--- src/design/cecau_pkg.sv ---
// cecau_pkg: shared constants, types and arithmetic helpers for the
// contrast enforcing color adjust pipeline. Depends on nothing.
`default_nettype none
package cecau_pkg;

  localparam int SEARCH_STEPS   = 24;
  localparam int LUMA_FRAC_BITS = 16;

  // widths that follow from the constants
  localparam int U_W    = SEARCH_STEPS + 1;
  localparam int TAB_W  = LUMA_FRAC_BITS + 1;
  localparam int LUMA_W = LUMA_FRAC_BITS + 14;
  localparam int CMP_W  = LUMA_W + 13;
  localparam int SQ_W   = 2 * LUMA_W;
  localparam int MIX_W  = SEARCH_STEPS + 11;

  localparam logic [LUMA_W-1:0] LUMA_OFF  = LUMA_W'(500) << LUMA_FRAC_BITS;
  localparam logic [SQ_W-1:0]   POLE_REF  = SQ_W'(5250000) << (2 * LUMA_FRAC_BITS);
  localparam logic [U_W-1:0]    U_ONE     = U_W'(1) << SEARCH_STEPS;
  localparam logic [MIX_W-1:0]  MIX_HALF  = MIX_W'(1) << (SEARCH_STEPS - 1);

  typedef enum logic [1:0] {
    OUT_MET   = 2'd0,
    OUT_BLEND = 2'd1,
    OUT_POLE  = 2'd2
  } outcome_t;

  typedef struct packed {
    logic [7:0] r;
    logic [7:0] g;
    logic [7:0] b;
  } rgb_t;

  // raw input item
  typedef struct packed {
    rgb_t        cand;
    rgb_t        back;
    rgb_t        goal;
    logic [12:0] ratio;
  } raw_t;

  // item as it travels through the search
  typedef struct packed {
    rgb_t              cand;
    rgb_t              goal;
    logic [LUMA_W-1:0] yback;
    logic [12:0]       ratio;
    outcome_t          code;
    logic              black;
    logic [U_W-1:0]    lower;
    logic [U_W-1:0]    upper;
  } item_t;

  // result item
  typedef struct packed {
    rgb_t     color;
    outcome_t code;
  } res_t;

  typedef logic [TAB_W-1:0] lin_tab_t [256];

  // srgb linearization, round to nearest with ties upward
  function automatic lin_tab_t build_tab();
    lin_tab_t t;
    longint   num;
    real      v;
    real      x;
    for (int c = 0; c < 256; c++) begin
      if (c <= 10) begin
        num  = ((longint'(10 * c)) <<< LUMA_FRAC_BITS) + 64'sd16473;
        t[c] = TAB_W'(num / 32946);
      end else begin
        v    = (40.0 * c + 561.0) / 10761.0;
        x    = $pow(v, 2.4) * (2.0 ** LUMA_FRAC_BITS);
        t[c] = TAB_W'($rtoi(x + 0.5));
      end
    end
    return t;
  endfunction

  localparam lin_tab_t LIN_TAB = build_tab();

  function automatic logic [LUMA_W-1:0] luma_of(rgb_t c);
    return LUMA_W'(14'd2126 * LUMA_W'(LIN_TAB[c.r]))
         + LUMA_W'(14'd7152 * LUMA_W'(LIN_TAB[c.g]))
         + LUMA_W'(14'd722  * LUMA_W'(LIN_TAB[c.b]));
  endfunction

  // 256*H >= ratio*L on offset luminances
  function automatic logic meets_ratio(logic [LUMA_W-1:0] ya, logic [LUMA_W-1:0] yb,
                                       logic [12:0] ratio);
    logic [LUMA_W-1:0] h;
    logic [LUMA_W-1:0] l;
    h = ((ya > yb) ? ya : yb) + LUMA_OFF;
    l = ((ya > yb) ? yb : ya) + LUMA_OFF;
    return (CMP_W'(h) << 8) >= (CMP_W'(ratio) * CMP_W'(l));
  endfunction

  function automatic logic [7:0] mix_chan(logic [7:0] s, logic [7:0] t, logic [U_W-1:0] u);
    logic signed [MIX_W-1:0] base;
    logic signed [MIX_W-1:0] diff;
    logic signed [MIX_W-1:0] acc;
    base = $signed(MIX_W'(s)) <<< SEARCH_STEPS;
    diff = $signed(MIX_W'(t)) - $signed(MIX_W'(s));
    acc  = base + diff * $signed(MIX_W'(u)) + $signed(MIX_HALF);
    return acc[SEARCH_STEPS+7:SEARCH_STEPS];
  endfunction

  function automatic rgb_t mix_color(rgb_t a, rgb_t b, logic [U_W-1:0] u);
    rgb_t o;
    o.r = mix_chan(a.r, b.r, u);
    o.g = mix_chan(a.g, b.g, u);
    o.b = mix_chan(a.b, b.b, u);
    return o;
  endfunction

endpackage
`default_nettype wire

--- src/design/cecau_out.sv ---
// cecau_out: final blend and result selection, then an output register with
// a skid entry that frees the pipeline from the result side. Uses cecau_pkg.
`default_nettype none
module cecau_out (
  input  wire logic            clk,
  input  wire logic            rst,
  input  wire logic            in_valid,
  input  cecau_pkg::item_t     in_item,
  output logic                 advance,
  output logic                 out_valid,
  input  wire logic            out_ready,
  output cecau_pkg::res_t      out_res
);
  import cecau_pkg::*;

  logic  fin_valid;
  res_t  fin_res;
  res_t  res_next;
  logic  skid_valid;
  res_t  skid_res;
  logic  push;
  logic  pop;

  assign advance = !skid_valid;
  assign push    = advance && fin_valid;
  assign pop     = out_valid && out_ready;

  // result selection by outcome
  always_comb begin
    res_next.code = in_item.code;
    unique case (in_item.code)
      OUT_MET:   res_next.color = in_item.cand;
      OUT_BLEND: res_next.color = mix_color(in_item.cand, in_item.goal, in_item.upper);
      OUT_POLE:  res_next.color = in_item.black ? '0 : '1;
      default:   res_next.color = in_item.cand;
    endcase
  end

  always_ff @(posedge clk) begin
    if (rst) begin
      fin_valid <= 1'b0;
    end else if (advance) begin
      fin_valid <= in_valid;
    end
  end

  always_ff @(posedge clk) begin
    if (advance) begin
      fin_res <= res_next;
    end
  end

  // output register and skid entry
  always_ff @(posedge clk) begin
    if (rst) begin
      out_valid  <= 1'b0;
      skid_valid <= 1'b0;
    end else if (pop || !out_valid) begin
      if (skid_valid) begin
        out_valid  <= 1'b1;
        skid_valid <= 1'b0;
      end else begin
        out_valid  <= push;
      end
    end else if (push) begin
      skid_valid <= 1'b1;
    end
  end

  always_ff @(posedge clk) begin
    if (pop || !out_valid) begin
      out_res <= skid_valid ? skid_res : fin_res;
    end else if (push) begin
      skid_res <= fin_res;
    end
  end

  // skid entry only fills behind a held result
  a_skid_needs_out: assert property (@(posedge clk) disable iff (rst)
    skid_valid |-> out_valid) else $error("skid full with empty output");
  a_skid_fill: assert property (@(posedge clk) disable iff (rst)
    $rose(skid_valid) |-> $past(out_valid && !out_ready))
    else $error("skid filled without a stall");
  a_pole_color: assert property (@(posedge clk) disable iff (rst)
    (out_valid && out_res.code == OUT_POLE) |->
      (out_res.color == '0 || out_res.color == '1))
    else $error("pole result is not black or white");
  a_code_range: assert property (@(posedge clk) disable iff (rst)
    out_valid |-> (out_res.code == OUT_MET || out_res.code == OUT_BLEND ||
                   out_res.code == OUT_POLE))
    else $error("bad outcome code");

endmodule
`default_nettype wire

--- config.mk ---
export PLATFORM = sky130hd
export DESIGN_NAME = cecau_out
export DESIGN_NICKNAME = d
export VERILOG_FILES = /design/src/design/cecau_pkg.sv /design/src/design/cecau_out.sv
export SDC_FILE = /design/constraint.sdc
export NUM_CORES = 2
export LEC_CHECK = 0
export ABC_AREA = 1
export BUFFER_PORTS_ARGS = -buffer_cell sky130_fd_sc_hd__buf_4
export CAP_MARGIN = 10
export CORE_MARGIN = 10
export CORE_UTILIZATION = 30
export DETAILED_ROUTE_END_ITERATION = 8
export PLACE_DENSITY = 0.49
export RECOVER_POWER = 50
export SETUP_SLACK_MARGIN = 0.5
export SYNTH_ARGS = -nofsm -noshare
export SYNTH_HDL_FRONTEND = slang
export SYNTH_SLANG_ARGS = --single-unit
export TNS_END_PERCENT = 20
--- constraint.sdc ---
create_clock -name clk -period 10 [get_ports clk]
set_input_delay 3 -clock clk [delete_from_list [all_inputs] [get_ports clk]]
set_output_delay 3 -clock clk [all_outputs]
set_load 0.01 [all_outputs]
======== Word-level counts from Yosys, hierarchy flattened ========
Cells that the tools add are included.
word-level totals
  flip-flop bits (word level) ............. 81
  input bits .............................. 148
cells by class
  add/subtract/negate cells ............... 9
  multiply operators ...................... 3
  equal/unequal tests ..................... 2
  muxes and demuxes ....................... 4
  bitwise logic cells ..................... 1
  reduce and logical (&&, ||, !) cells .... 7
operators by type and width
  kind                      number
  $add A32 B25 Y32 const B  3
  $add A32 B32 Y32          3
  $mul A9 B26 Y32           3
  $pmux W24 S2              1
  $sub A8 B8 Y9             3
  $mux W26                  1
  $mux W24                  1
  $eq A2 B1 Y1 const B      1
  $eq A2 B2 Y1 const B      1
  $logic_and A1 B1 Y1       2
  $logic_not A1 Y1          2
  $reduce_and A2 Y1         1
  $reduce_or A2 Y1          1
  $logic_or A1 B1 Y1        1
  $mux W1                   1
  $not A1 Y1                1

======== Logic depth before layout (Yosys ltp) ========
  word-level depth ........................ 5
  mapped depth ............................ 34
  depth with buffers taken out ............ 34

======== Worst setup path after synthesis ========
OpenSTA, ideal clock, no wires.
  path type ............................... input to register
  start point ............................. input port in_item[104] (netlist name)
  end point ............................... register fin_res[13] (netlist name) (data pin)
  setup time .............................. 0.267 ns
  arrival ................................. 8.265 ns
  data required time ...................... 9.733 ns
  slack ................................... 1.468 ns
  stages on the path ...................... 27
  path buffers ............................ 1
  cell sequence ........................... inv_1 -> ha_1 -> fa_1 -> inv_1 -> nand3_1 -> nand2_1 -> a31oi_1 -> xnor2_1 -> inv_1 -> buf_2 -> nor2_1 -> fa_1 -> fa_1 -> fa_1 -> fa_1 -> inv_1 -> fa_1 -> inv_1 -> ha_1 -> nand4_1 -> nor3_1 -> nand3_1 -> or2_4 -> nand2_1 -> nand2_1 -> nand3_2 -> a21oi_2
RTL lines
  element               RTL line         source
  start, declared       cecau_out.sv:8   input cecau_pkg::item_t in_item,
  end signal, assigned  cecau_out.sv:49  fin_res <= res_next;
  end, declared         cecau_out.sv:17  res_t fin_res;

==> impl_metrics.env <==
export IMPL_wl_per_cell_um=17.4
export IMPL_cts_buffers=9
export IMPL_finalHoldViolCount=0
export IMPL_row_count=104
export IMPL_synth_mux_area_share_pct=0
export IMPL_routed_wl_mm=73.2
export IMPL_dp_hpwl_mm=61.0
export IMPL_drt_initial_drc_count=963
export IMPL_yosysWarnings=0
export IMPL_die_w_um=306
export IMPL_worstPathRequired_ns=10.09
export IMPL_finClkSkew_ns=0.00984
export IMPL_synthXorXnorAreaFrac_pct=0.712
export IMPL_synth_compound_area_share_pct=4.87
export IMPL_num_vias=19700
export IMPL_synthAdderAreaFrac_pct=51.9
export IMPL_ctsHtreeMaxLevel=3
export IMPL_reg2reg_depth=4
export IMPL_critPathKind="in2reg"
export IMPL_cp_start_kind="input port"
export IMPL_r2r_start="skid_valid"
export IMPL_holdCritStartpoint="fin_res[13]"
export IMPL_route_met2_wl_mm=35.5
export IMPL_critPathLaunch="in_item[104]"
export IMPL_highest_layer="met4"
export IMPL_synth_simple_area_share_pct=21.8
export IMPL_r2r_setup_slack_ns=7.00
export IMPL_grt_pass1_wl_mm=118
export IMPL_syn_nets=3947
export IMPL_dieArea_um2=93900
export IMPL_cts_tree="yes"
export IMPL_first_global_vias=21400
export IMPL_die_h_um=306
export IMPL_core_um2=80900
export IMPL_ant_nets=0
export IMPL_multiInputGateArea_um2=19500
export IMPL_syn_avg_cell_area_um2=7.98
export IMPL_critPathCaptureType="register"
export IMPL_synth_top_area_share_pct=41.2
export IMPL_drv_slew=84
export IMPL_period_needed_ns=9.03
export IMPL_syn_cell_area_um2=24600
export IMPL_yosys_top_cells_area="fa_1, ha_1, nand2_1, edfxtp_1, inv_1"
export IMPL_path_clk_slew_ns=0.07
export IMPL_grt_overflow=0
export IMPL_max_freq_mhz=111
export IMPL_synth_distinct_cells=43
export IMPL_ios=176
export IMPL_r2r_end="out_res[25]"
export IMPL_post_cts_setup_buffers=0
export IMPL_root_buffer="clkbuf_16"
export IMPL_fin_setup_tns_ns=0
export IMPL_diodes=0
export IMPL_wl_met1_mm=32.8
export IMPL_gp_congestion=0.877
export IMPL_area_growth_pct=9.36
export IMPL_whs_path_depth=0
export IMPL_layout_common_cells="nand2_1, inv_1, fa_1"
export IMPL_synth_top_family_by_area="adder cells"
export IMPL_crit_arrival_ns=9.12
export IMPL_port_buffers=107
export IMPL_outcome="complete, but fails checks"
export IMPL_fin_crit_sh_pct=90.3
export IMPL_clk_latency_ns=0.36
export IMPL_antenna_found_initial=1
export IMPL_cts_resized=0
export IMPL_yosysSeqAreaShare_pct=9.76
export IMPL_worstMarginPinSlew_ns=2.88
export IMPL_relSlewSlack_pct=-92.2
export IMPL_hold_end="skid_res[13]"
export IMPL_start_util_pct=30.4
export IMPL_wl_met3_mm=2.89
export IMPL_nFillCells=8654
export IMPL_drcViolationCount=0
export IMPL_grt_setup_unrepaired="false"
export IMPL_dr_pass1_iters=4
export IMPL_drive_gt1_share_pct=6.24
export IMPL_clock_path_buffers=2
export IMPL_postCtsHoldBufs=0
export IMPL_hp_class="reg2reg"
export IMPL_cp_max_fo=12
export IMPL_violations="capacitance limit, slew limit"
export IMPL_ys_ff_latch=81
export IMPL_grt_max_degree=54
export IMPL_finalSetupViolations=0
export IMPL_final_net_count=4000
export IMPL_placed_cells=4185
export IMPL_syn_inst=3083
export IMPL_stdcell_count=4201
export IMPL_clock_sinks=81
export IMPL_vias_per_cell=4.68
export IMPL_track_usage_pct=15.8
export IMPL_synth_top_cell_by_area="fa_1"
export IMPL_seq_area_um2=2400
export IMPL_maxCapViolations=2
export IMPL_final_common_cell="nand2_1"
==> per-layer routing <==
layer / up-vias / GRT usage [%]
met4: 0 / 4.14
met2: 396 / 27.7
li1: 9361 / -
met1: 9840 / 20.3
met3: 80 / 1.93
met5: - / 0
==> metrics by stage <==
step           setup slack (ns)  hold slack, ns  area [um^2]  utilization, %
2_1_floorplan              1.47           0.427        24600               -
3_3_place_gp              0.586           0.430        26700            32.9
3_5_place_dp              0.597           0.433        26700            32.9
4_1_cts                   0.942           0.442        26900            33.3
5_1_grt                   0.558           0.459        26900            33.3
6_report                  0.972           0.444        26900            33.3
==> cell families (layout without fill, tap and decap cells) <==
| logic type | Yosys count | count (layout) |
|---|---|---|
| buffers and inverters | 710 | 768 |
| flip-flops | 81 | 81 |
| AO/OA/AOI/OAI | 204 | 204 |
| XOR/XNOR | 20 | 20 |
| adder cells (fa/ha/maj) | 716 | 716 |
| AND/OR/NAND/NOR | 1352 | 1352 |
==> worst max-delay path: stages <==
cell      delay [ns]
buf_4           0.08
inv_1           0.06
ha_1            0.21
fa_1            0.35
inv_1           0.09
nand3_1         0.07
nand2_1         0.13
xor2_1          0.12
inv_1           0.40
buf_4           0.30
nor2_1          0.08
fa_1            0.44
fa_1            0.49
fa_1            0.51
fa_1            0.49
inv_1           0.05
fa_1            0.49
inv_1           0.04
ha_1            0.31
a21oi_1         0.23
o21bai_1        0.13
a21boi_0        0.17
nand2_1         0.13
a21oi_1         0.45
nand3_1         0.13
nand3_1         0.10
a21oi_1         0.07
==> cell usage after synthesis <==
cell type,n
xor2_1,11
o31ai_1,1
edfxtp_1,78
ha_1,209
clkbuf_1,84
clkinv_1,5
inv_2,6
a21o_1,22
nor3_2,1
a31oi_1,16
or2_2,4
and3_1,1
and2_1,3
o211ai_1,1
o22ai_1,1
or2_4,1
nor2_1,499
buf_1,13
a21oi_1,104
nand2_1,695
o21bai_1,24
buf_6,1
a22oi_1,2
inv_1,586
buf_2,13
nor4_1,9
a211oi_1,1
buf_4,2
or2_1,2
nand3b_1,6
a31o_2,2
nand3_2,5
xnor2_1,9
fa_1,507
nand2_2,4
a21oi_2,4
o21ai_0,24
nand3b_2,1
nand4_1,16
dfxtp_1,3
nor3_1,21
a21boi_0,2
nand3_1,84
==> worst max-delay path by stage <==
stage / end / cells after the start / slack [ns]
2_1_floorplan: fin_res[13] / 27 / 1.47
3_3_place_gp: fin_res[17] / 28 / 0.59
3_5_place_dp: fin_res[17] / 27 / 0.60
4_1_cts: fin_res[17] / 28 / 0.94
5_1_grt: fin_res[21] / 30 / 0.56
6_report: fin_res[17] / 27 / 0.97
==> registers in the layout (all words and copies together) (netlist names) <==
| register | flops |
|---|---|
| fin_res | 26 |
| fin_valid | 1 |
| out_res | 26 |
| out_valid | 1 |
| skid_res | 26 |
| skid_valid | 1 |
==> cell type report <==
| cell class | count | area share, % |
|---|---|---|
| clock inverters | 7 | 0.195 |
| repair buffers | 155 | 4.25 |
| multi-input cells | 2292 | 72.5 |
| inverters | 597 | 8.33 |
| well taps | 1060 | 4.93 |
| flip-flops and latches | 81 | 8.92 |
| clock buffers | 9 | 0.837 |
Power is left out: the tool's default activity adds up to more than one toggle a clock period on the data nets, which glitch-free logic cannot reach.
